--- src/sv/rbf_pkg.sv ---
// Shared types, constants and helpers for the RBF interpolant evaluator.
package rbf_pkg;

  // defaults handed to the top level parameters
  localparam int MAX_CENTERS_DEF   = 256;
  localparam int FRACTION_BITS_DEF = 16;

  // fixed field widths
  localparam int CoordW   = 24;
  localparam int WeightW  = 32;
  localparam int IndexW   = 8;
  localparam int ValueW   = 64;
  localparam int KindW    = 2;
  localparam int CountW   = 9;
  localparam int CfgIdxW  = 2;
  localparam int CfgDataW = 9;

  // squared distance of two Q8.16 points stays below 2^50
  localparam int R2W = 50;

  // configuration register indexes
  localparam logic [CfgIdxW-1:0] RegKernelKind  = 2'd0;
  localparam logic [CfgIdxW-1:0] RegCenterCount = 2'd1;

  // ln(2) in Q0.32 and the two clip limits
  localparam logic [63:0] Ln2Q32 = 64'h0000_0000_B172_17F8;
  localparam logic [63:0] PosCap = 64'h7FFF_FFFF_FFFF_FFFF;
  localparam logic [63:0] NegCap = 64'h8000_0000_0000_0000;

  typedef enum logic [KindW-1:0] {
    KIND_TPS  = 2'd0,
    KIND_BIH  = 2'd1,
    KIND_TRI  = 2'd2,
    KIND_NONE = 2'd3
  } kernel_kind_e;

  // one classified word from front to back
  typedef struct packed {
    logic                      is_query;
    logic [IndexW-1:0]         center_index;
    logic signed [CoordW-1:0]  point_x;
    logic signed [CoordW-1:0]  point_y;
    logic signed [CoordW-1:0]  point_z;
    logic signed [WeightW-1:0] weight;
  } rbf_item_t;

  // shared multiplier request and response
  typedef struct packed {
    logic        go;
    logic [63:0] a;
    logic [63:0] b;
  } rbf_mul_req_t;

  typedef struct packed {
    logic         done;
    logic [127:0] prod;
  } rbf_mul_rsp_t;

endpackage

--- src/sv/rbf_mul.sv ---
// Shared 64x64 multiplier, one 64x16 partial product a cycle.
module rbf_mul import rbf_pkg::*; (
  input  logic         clk_i,
  input  logic         rst_ni,
  input  rbf_mul_req_t req_i,
  output rbf_mul_rsp_t rsp_o
);

  logic [63:0]  a_q, b_q;
  logic [127:0] acc_q;
  logic [1:0]   k_q;
  logic         busy_q, done_q;
  logic [15:0]  slice;
  logic [79:0]  pp;

  assign slice = b_q[{k_q, 4'b0000} +: 16];
  assign pp    = {16'b0, a_q} * {64'b0, slice};

  // partial product accumulation
  always_ff @(posedge clk_i or negedge rst_ni) begin
    if (!rst_ni) begin
      a_q    <= '0;
      b_q    <= '0;
      acc_q  <= '0;
      k_q    <= 2'd0;
      busy_q <= 1'b0;
      done_q <= 1'b0;
    end else begin
      done_q <= 1'b0;
      if (req_i.go) begin
        a_q    <= req_i.a;
        b_q    <= req_i.b;
        acc_q  <= '0;
        k_q    <= 2'd0;
        busy_q <= 1'b1;
      end else if (busy_q) begin
        acc_q <= acc_q + ({48'b0, pp} << {k_q, 4'b0000});
        k_q   <= k_q + 2'd1;
        if (k_q == 2'd3) begin
          busy_q <= 1'b0;
          done_q <= 1'b1;
        end
      end
    end
  end

  assign rsp_o = '{done: done_q, prod: acc_q};

  a_done_after_last: assert property (@(posedge clk_i) disable iff (!rst_ni)
    done_q |-> $past(busy_q) && $past(k_q) == 2'd3)
    else $error("multiplier done without a finished pass");

endmodule

--- config.mk ---
export PLATFORM = sky130hd
export DESIGN_NAME = rbf_mul
export DESIGN_NICKNAME = d
export VERILOG_FILES = /design/src/sv/rbf_pkg.sv /design/src/sv/rbf_mul.sv
export SDC_FILE = /design/constraint.sdc
export NUM_CORES = 2
export LEC_CHECK = 0
export BUFFER_PORTS_ARGS = -buffer_cell sky130_fd_sc_hd__buf_2
export CORE_ASPECT_RATIO = 1.4
export CORE_MARGIN = 5
export CORE_UTILIZATION = 50
export DETAILED_ROUTE_END_ITERATION = 8
export GPL_TIMING_DRIVEN = 0
export PLACE_DENSITY = 0.63
export RECOVER_POWER = 50
export SLEW_MARGIN = 20
export SYNTH_ARGS = -nofsm -noshare
export SYNTH_HDL_FRONTEND = slang
export SYNTH_SLANG_ARGS = --single-unit
--- constraint.sdc ---
create_clock -name clk_i -period 12.1 [get_ports clk_i]
set_clock_uncertainty 0.05 [all_clocks]
set_input_delay 0.605 -clock clk_i [delete_from_list [all_inputs] [get_ports clk_i]]
set_output_delay 0.605 -clock clk_i [all_outputs]
set_load 0.05 [all_outputs]
==> key figures <==
Outcome
  – Status: finished with violations
  – Failing checks: max-capacitance violations, max-slew violations

Synthesis
  – Mapped Area: 0.0518 mm²
  – Mux contribution to synthesized area: 5.61%
  – Mapped Avg Cell Area: ~8.6 µm²
  – Synth Area in Adders: 40.7%
  – EDFF count, synth: 0
  – Synth Area in Simple Gates: roughly 17%
  – Xor/xnor cell area share of the yosys netlist: about 3.2%
  – Post-synth top area share: about 34%
  – #FFs+latches synth: between 200 and 300
  – Netlist cell types: 84
  – Mapped Cells: 6023
  – Most used DFF post-synth: dfrtp_1
  – Syn nets: around 7.3k
  – Main combinational cell family by area after synthesis: adder cells
  – Total of warnings raised by yosys: 0
  – Seq/Total Area, Yosys: between 10% and 20%
  – Asr flop ratio synth: 100%
  – Synth top area cells: fa_1, dfrtp_1, ha_1
  – Post-synth top area cell: fa_1
  – Compound-Gate Fraction of Synth Area: 11.3%

Global routing
  – Grt total ovfl: 0
  – Vias in the first global route: 47.9k
  – Global-route wire length before repair: 296000 µm
  – GRT Overall Usage: 35.9%
  – Pin count of the biggest net entering global routing: 80
  – Initial antenna violation count: 16

Floorplanning
  – IO Pins: 260
  – Core footprint: 0.103 mm²
  – Initial cell density of the core: 50.4%
  – Die X: 282 µm
  – Die area: between 0.1 and 0.15 mm²
  – Rows: 139
  – Die Y: 391 µm

Placed design
  – Routability cong.: 1.03
  – Detail Placement HPWL: between 150000 and 200000 µm
  – Placed insts: 7624
  – Port Buf Inserts: approximately 260

STA
  – Final hold violations: 0
  – F_max: 0.0833 GHz
  – Final setup fails: 0
  – Min Tclk post-route: 12.00 ns
  – Worst slew pin tran: 4.53 ns
  – Hold_ws: 0.175 ns
  – Final period util: approximately 99%
  – Relative slew slack: -202%
  – Slew Viols, Final: 267

Finish
  – Most frequent cells in the layout: inv_1, nand2_1, fa_1
  – Final Net Count: 7638
  – Commonest non-fill, non-tap cell in the layout: inv_1
  – Fraction of layout cells with a size suffix above 1: 11.4%
  – Util after Layout: 55.9%
  – P&R area growth vs syn: 10.9%
  – Non-Filler Instances: 7719

CTS
  – Worst-Skew Late Latency: just over 0.6 ns
  – Clock Sinks: 260
  – Clock Tree Buf Depth: 3
  – Number of H-tree branching levels: 2
  – Num CTS Buffers: 35
  – Clock Root Buffer: clkbuf_16
  – Clock Pin Slew Worst Setup and Hold Paths: approximately 0.080 ns
  – CTS tree: done

Flow run
  – Max Cap Violations: 4

Drt
  – Via count: 45.1k
  – DRC violations left: 0
  – Final wirelength: 198000 µm
  – Final ANT Viol Nets: 0
  – Via/cell ratio: 5.84
  – Initial DRC count: 3320
  – Drt first pass iters: 7
  – Drt wl/cell: 25.6 µm

Critical path
  – Slowest cell on crit path: mux4_2
  – CP required: approximately 12 ns
  – WP buf/inv: 4
  – Crit path max fanout: 10
  – Crit Path Category: reg -> reg
  – Slowest Stage Delay on Critical Path: 0.81 ns
  – CP top delay family: adder cells
  – Startpoint types: register
  – Critical path endpoint category: register
  – Arr. time, crit path: roughly 12 ns
  – Cell mode on critical path: fa_1

Min path
  – HP Class: in -> reg
[flip-flops by register name, indices dropped and copies added (netlist names)]
register	count
done_q	1
acc_q	128
k_q	2
busy_q	1
a_q	64
b_q	64
[synthesized netlist by cell type (all sizes together) (46+ instances only)]
cell type	count
nand4	76
mux2	137
nor2	286
mux2i	100
o21bai	49
and2	364
a21o	113
nand3	52
nand2	947
fa	867
xnor2	121
inv	966
clkbuf	312
a21oi	315
o21ai	214
dfrtp	260
nor3	46
xor2	69
ha	298
[metrics by stage]
stage / TNS, ns / setup WS (ns) / area, µm²
detailed placement: -134.33 / -2.47 / 54900
floorplan: 0 / 1.34 / 51800
global route: -0.156 / -0.0371 / 57400
CTS: 0 / 0.00966 / 56800
global placement: -146.87 / -2.70 / 54700
finish: 0 / 0.0956 / 57400
[final timing paths]
kind                       startpoint        end  slack (ns)  cells past startpoint
min in group asynchronous      rst_ni  acc_q[16]        1.20                      2
max                            k_q[0]  acc_q[73]         0.1                     34
max in group asynchronous      rst_ni    a_q[59]        2.75                      4
min                         req_i[63]    b_q[63]        0.18                      2
min reg2reg                    b_q[1]     b_q[1]        0.45                      1
max reg2reg                    k_q[0]  acc_q[73]         0.1                     34
[what timing repair did]
item | 4_1_cts | 5_1_grt
setup endpoints to repair | 96 | 68
pin swaps | 6 | 24
endpoints found under the hold margin | 40 | 0
hold buffers | 1 | 0
gates resized for setup | 88 | 150
setup buffers | 32 | 21
gates cloned | 0 | 0
[worst register-to-register path: cells and delay by family, from the launching register on]
family          cells  cell delay [ns]
fa+ha+maj           8             3.85
simple gates       12             3.11
flops               1             0.38
buf+inv             4             0.81
compound gates      6             1.97
xor+xnor            2             0.39
mux                 2             1.32
[area by class of cell]
cell class / count / area, µm²
diodes: 12 / 30.0
plain buffers: 310 / 1280
clock buffers: 45 / 985
clock inverters: 18 / 240
fillers: 9667 / 45200
inverters: 966 / 3630
multi-input cells: 4453 / 41200
flip-flops and latches: 260 / 6510
well taps: 1339 / 1680
repair buffers: 316 / 1870
[cell families after synthesis]
kind of cell | Yosys count
muxes | 253
xor gates and xnor gates | 190
buffers and inverters | 1310
DFF | 260
and+or+nand+nor | 1910
AOI/OAI and AO/OA | 935
adders and majority gates | 1165
[metal layers]
layer  global-route usage (%)  part of all wire [%]
met5                        0                 0.013
met4                     26.9                    10
met3                     6.36                   7.1
met2                     61.6                    49
met1                     39.6                    34
Power is not shown: default switching activity piles up to over one toggle a cycle in this logic, so the estimate is an artifact.
