<file path="config.mk">
export PLATFORM = sky130hd
export DESIGN_NAME = rbf_front_flat
export DESIGN_NICKNAME = d
export VERILOG_FILES = /design/src/sv/rbf_pkg.sv /design/src/sv/rbf_ifs.sv /design/src/sv/rbf_front.sv /design/src/flat_wrapper.sv
export SDC_FILE = /design/constraint.sdc
export NUM_CORES = 1
export LEC_CHECK = 0
export BUFFER_PORTS_ARGS = -buffer_cell sky130_fd_sc_hd__buf_2
export CELL_PAD_IN_SITES_DETAIL_PLACEMENT = 0
export CELL_PAD_IN_SITES_GLOBAL_PLACEMENT = 1
export CORE_ASPECT_RATIO = 0.7
export CORE_UTILIZATION = 40
export DETAILED_ROUTE_END_ITERATION = 10
export GPL_TIMING_DRIVEN = 0
export PLACE_DENSITY = 0.77
export SYNTH_ARGS = -nofsm -noshare
export SYNTH_HDL_FRONTEND = slang
export SYNTH_SLANG_ARGS = --single-unit
</file>
<file path="constraint.sdc">
create_clock -name clk_i -period 5.45 [get_ports clk_i]
set_input_delay 0.545 -clock clk_i [delete_from_list [all_inputs] [get_ports clk_i]]
set_output_delay 0.545 -clock clk_i [all_outputs]
set_load 0.02 [all_outputs]
</file>
<file path="src/sv/rbf_pkg.sv">
// Shared types, constants and helpers for the RBF interpolant evaluator.
package rbf_pkg;

  // defaults handed to the top level parameters
  localparam int MAX_CENTERS_DEF   = 256;
  localparam int FRACTION_BITS_DEF = 16;

  // fixed field widths
  localparam int CoordW   = 24;
  localparam int WeightW  = 32;
  localparam int IndexW   = 8;
  localparam int ValueW   = 64;
  localparam int KindW    = 2;
  localparam int CountW   = 9;
  localparam int CfgIdxW  = 2;
  localparam int CfgDataW = 9;

  // squared distance of two Q8.16 points stays below 2^50
  localparam int R2W = 50;

  // configuration register indexes
  localparam logic [CfgIdxW-1:0] RegKernelKind  = 2'd0;
  localparam logic [CfgIdxW-1:0] RegCenterCount = 2'd1;

  // ln(2) in Q0.32 and the two clip limits
  localparam logic [63:0] Ln2Q32 = 64'h0000_0000_B172_17F8;
  localparam logic [63:0] PosCap = 64'h7FFF_FFFF_FFFF_FFFF;
  localparam logic [63:0] NegCap = 64'h8000_0000_0000_0000;

  typedef enum logic [KindW-1:0] {
    KIND_TPS  = 2'd0,
    KIND_BIH  = 2'd1,
    KIND_TRI  = 2'd2,
    KIND_NONE = 2'd3
  } kernel_kind_e;

  // one classified word from front to back
  typedef struct packed {
    logic                      is_query;
    logic [IndexW-1:0]         center_index;
    logic signed [CoordW-1:0]  point_x;
    logic signed [CoordW-1:0]  point_y;
    logic signed [CoordW-1:0]  point_z;
    logic signed [WeightW-1:0] weight;
  } rbf_item_t;

  // shared multiplier request and response
  typedef struct packed {
    logic        go;
    logic [63:0] a;
    logic [63:0] b;
  } rbf_mul_req_t;

  typedef struct packed {
    logic         done;
    logic [127:0] prod;
  } rbf_mul_rsp_t;

endpackage

</file>
<file path="src/sv/rbf_ifs.sv">
// Handshake interfaces for the input and result channels.
interface rbf_in_if import rbf_pkg::*; ();
  logic                      valid;
  logic                      ready;
  logic                      opcode;
  logic [IndexW-1:0]         center_index;
  logic signed [CoordW-1:0]  point_x;
  logic signed [CoordW-1:0]  point_y;
  logic signed [CoordW-1:0]  point_z;
  logic signed [WeightW-1:0] weight;

  modport source (output valid, opcode, center_index, point_x, point_y, point_z, weight,
                  input ready);
  modport sink (input valid, opcode, center_index, point_x, point_y, point_z, weight,
                output ready);
endinterface


</file>
<file path="src/sv/rbf_front.sv">
// Front end: accepts words, drops out-of-range loads, two-entry queue to the back end.
module rbf_front import rbf_pkg::*; #(
  parameter int MAX_CENTERS = MAX_CENTERS_DEF
) (
  input  logic      clk_i,
  input  logic      rst_ni,
  rbf_in_if.sink    in_i,
  output rbf_item_t item_o,
  output logic      item_valid_o,
  input  logic      item_ready_i
);

  rbf_item_t  fifo_q [2];
  logic       wr_q, rd_q;
  logic [1:0] cnt_q;
  logic       keep, push, pop;

  // loads to slots beyond the table are dropped here
  assign keep = in_i.opcode | (int'(in_i.center_index) < MAX_CENTERS);
  assign in_i.ready = (cnt_q != 2'd2);
  assign push = in_i.valid & in_i.ready & keep;
  assign item_valid_o = (cnt_q != 2'd0);
  assign pop = item_valid_o & item_ready_i;
  assign item_o = fifo_q[rd_q];

  // queue pointers and fill
  always_ff @(posedge clk_i or negedge rst_ni) begin
    if (!rst_ni) begin
      wr_q  <= 1'b0;
      rd_q  <= 1'b0;
      cnt_q <= 2'd0;
    end else begin
      if (push) wr_q <= ~wr_q;
      if (pop) rd_q <= ~rd_q;
      if (push && !pop) cnt_q <= cnt_q + 2'd1;
      else if (pop && !push) cnt_q <= cnt_q - 2'd1;
    end
  end

  // queue storage
  always_ff @(posedge clk_i) begin
    if (push) begin
      fifo_q[wr_q] <= '{is_query: in_i.opcode, center_index: in_i.center_index,
                        point_x: in_i.point_x, point_y: in_i.point_y,
                        point_z: in_i.point_z, weight: in_i.weight};
    end
  end

endmodule

</file>
<file path="src/flat_wrapper.sv">
// flat-port wrapper written by rule: the top's interface ports become plain ports
module rbf_front_flat import rbf_pkg::*;
#(
  parameter int MAX_CENTERS = MAX_CENTERS_DEF
)
  (clk_i, rst_ni, item_o, item_valid_o, item_ready_i, in_i_valid, in_i_opcode, in_i_center_index, in_i_point_x, in_i_point_y, in_i_point_z, in_i_weight, in_i_ready);
  rbf_in_if in_i_i ();
  input  logic clk_i;
  input  logic rst_ni;
  output rbf_item_t item_o;
  output logic item_valid_o;
  input  logic item_ready_i;
  input wire logic [$bits(in_i_i.valid)-1:0] in_i_valid;
  input wire logic [$bits(in_i_i.opcode)-1:0] in_i_opcode;
  input wire logic [$bits(in_i_i.center_index)-1:0] in_i_center_index;
  input wire logic [$bits(in_i_i.point_x)-1:0] in_i_point_x;
  input wire logic [$bits(in_i_i.point_y)-1:0] in_i_point_y;
  input wire logic [$bits(in_i_i.point_z)-1:0] in_i_point_z;
  input wire logic [$bits(in_i_i.weight)-1:0] in_i_weight;
  output wire logic [$bits(in_i_i.ready)-1:0] in_i_ready;
  assign in_i_i.valid = in_i_valid;
  assign in_i_i.opcode = in_i_opcode;
  assign in_i_i.center_index = in_i_center_index;
  assign in_i_i.point_x = in_i_point_x;
  assign in_i_i.point_y = in_i_point_y;
  assign in_i_i.point_z = in_i_point_z;
  assign in_i_i.weight = in_i_weight;
  assign in_i_ready = in_i_i.ready;
  rbf_front #(.MAX_CENTERS(MAX_CENTERS)) u_core (.clk_i(clk_i), .rst_ni(rst_ni), .in_i(in_i_i), .item_o(item_o), .item_valid_o(item_valid_o), .item_ready_i(item_ready_i));
endmodule
</file>
==> metrics <==
Lkg Pwr=4.28 nW; # DRC=0; vias in the first global route=4699; CP max FO=10; Syn Inst Count=370; GPL Wtd Cong=0.716; Site Rows=44; Antenna Nets Post-Route=0; First-pass DRT Iterations=6; vias=4291; Clock Pin Slew Worst Setup and Hold Paths=60 ps; initial antenna violation count=2; first-pass GRT wire length=24.7 mm; flops & latches, synth=230; Peak Freq=425 MHz; CTS tree=done; critical path required time=4910 ps; root buf cell=clkbuf_16; max-cap violations=0; Synth Cell Area=8600 sq um; PwrDens=574 nW/um^2; Max Buffers Root-to-Sink=3; CORE AREA=20900 sq um; reg2reg start=u_core.cnt_q[0]; Seq/Total Area, Yosys=80.1%; FF-to-FF path depth=5; number of buffers created by CTS=23; crit path DAT=1810 ps; drt via density=4.65; H-tree depth=1; nets=749; Tightest Pin Transition=773 ps; Mapped Avg Cell Area=23.2 sq um; Post-CTS Setup Inserts=0; crit start category=flip-flop; Hold Crit Start=in_i_point_z[11]; die width=177 um; r2r endpoint=u_core.fifo_q[0][54]; Hold Path Class=primary input to flip-flop; worst skew pair latency=490 ps; Die Y=125 um; Mapped Nets=488; critical path class=flip-flop to output pin; Cell variety after synth=16; Worst Skew=6.81 ps; relative slew slack=48.5%; clk sinks=230; WHS Path Cells=1; Pwr Total=6.30 mW; PortBufs=231; crit end category=output pin; final hold vios=0; share of cells above drive strength 1=61.3%; RSZ-0062 raised after global routing=false; # setup viols final=0; overall die area=22100 sq um; final core utilization=52.5%; I/O Pins=232; HPWL Detailed=11.1 mm; gr usage total=14.5%; period utilization=43.2%; Layout Area Growth over Synthesis=27.6%; DRT Wirelength=16.2 mm; FF-to-FF setup slack=3310 ps; Overflow after GRT=0; status=finished clean; maximum number of pins on one net before global-route repair=65; final worst path period need=2350 ps; Hold Path Sink=u_core.fifo_q[0][43]; First DRT Iteration DRCs=220; Ys Warns=0; fin. max-slew vios=0; initial core utilization=41.1%; routed len/inst=17.5 um; Max IR drop VDD=0.343 mV
cells in the final DEF, fill, tap and decap left out:
cell type and count:
and3_4 1, buf_12 3, buf_16 1, buf_2 236
buf_6 7, buf_8 1, bufinv_16 4, clkbuf_1 7
clkbuf_16 23, clkbuf_8 1, clkinv_1 1, clkinv_2 3
clkinvlp_4 1, dfrtp_1 4, diode_2 1, dlygate4sd3_1 1
edfxtp_1 226, ha_1 1, inv_1 1, mux2_2 53
mux2_4 60, nand2_1 2, nand2b_1 1, nor2_1 1
nor2_4 1, or2_2 1, xnor2_1 3, xor2_1 2
per-stage QoR:
step	hold WS (ps)	setup TNS [ps]	setup slack, ps	instance area, sq um	std cells
final	238	0	3100	11000	923
after global routing	214	0	3010	11000	922
after CTS	211	0	3040	11000	922
after detailed placement	362	0	3290	10200	881
after global placement	351	-811	-17.0	10100	877
after floorplan	249	0	1270	8600	370
kinds of logic (layout without fill, tap and decap cells):
logic type,after synthesis,count (layout),share of synthesized area (%)
xor gates and xnor gates,5,5,0.509
and+or+nand+nor,7,7,0.393
other,0,1,0
buffers and inverters,14,290,1.43
DFF,230,230,80.1
adders and majority gates,1,1,0.146
muxes,113,113,17.4
layout make-up:
cell class / count / area (sq um)
Multi-Input combinational cell: 126 / 1600
Inverter: 1 / 3.75
Antenna cell: 1 / 2.50
Buffer: 13 / 119
Timing Repair Buffer: 236 / 1250
Clock inverter: 9 / 146
Fill cell: 1696 / 9950
Tap cell: 276 / 345
Clock buffer: 31 / 616
Sequential cell: 230 / 6890
worst max-delay path, cell delays in order (launching register included):
cell	delay (ps)
dfrtp_1	340
buf_6	120
buf_8	170
buf_6	200
mux2_4	310
buf_2	170
Yosys cell counts:
| library cell | number | share of area, % |
|---|---|---|
| ha_1 | 1 | 0.15 |
| inv_1 | 1 | 0.044 |
| or2_2 | 1 | 0.073 |
| xor2_1 | 2 | 0.20 |
| mux2_2 | 53 | 6.9 |
| mux2_4 | 60 | 10 |
| nor2_1 | 2 | 0.087 |
| nand2b_1 | 1 | 0.073 |
| nand2_1 | 2 | 0.087 |
| and3_1 | 1 | 0.073 |
| edfxtp_1 | 226 | 79 |
| buf_6 | 7 | 0.92 |
| dfrtp_1 | 4 | 1.2 |
| buf_2 | 5 | 0.29 |
| xnor2_1 | 3 | 0.31 |
| buf_8 | 1 | 0.17 |
power by group:
part	switching, mW	total [mW]	internal [mW]
clock	0.610	1.59	0.979
combinational	1.26	2.20	0.940
sequential	0.0956	2.51	2.42
worst max-delay path by stage:
| stage | startpoint | endpoint | slack (ps) | cells after the start |
|---|---|---|---|---|
| after global placement | in_i_valid | u_core.fifo_q[0][51] | -20 | 3 |
| after floorplan | u_core.cnt_q[0] | u_core.fifo_q[0][0] | 1270 | 3 |
| after global routing | u_core.rd_q | item_o[68] | 3010 | 5 |
| after CTS | u_core.rd_q | item_o[38] | 3040 | 5 |
| after detailed placement | in_i_valid | u_core.fifo_q[0][51] | 3290 | 5 |
| final | u_core.rd_q | item_o[38] | 3100 | 5 |
state kept, by name (all words and copies together) (netlist names):
signal,cells
u_core.wr_q,1
u_core.fifo_q,226
u_core.rd_q,1
u_core.cnt_q,2
per-layer routing:
metal  global-route usage [%]  part of all wire (%)
met2                     23.7                    46
met1                     17.1                    40
met4                     3.85                   2.5
met3                     6.56                    11
met5                        0                  0.11
what timing repair did:
item | 4_1_cts | 5_1_grt
resized for setup | 0 | 0
endpoints found under the hold margin | 4 | 0
hold buffers | 1 | 0
No activity file was read; power rests on OpenSTA's default activity.
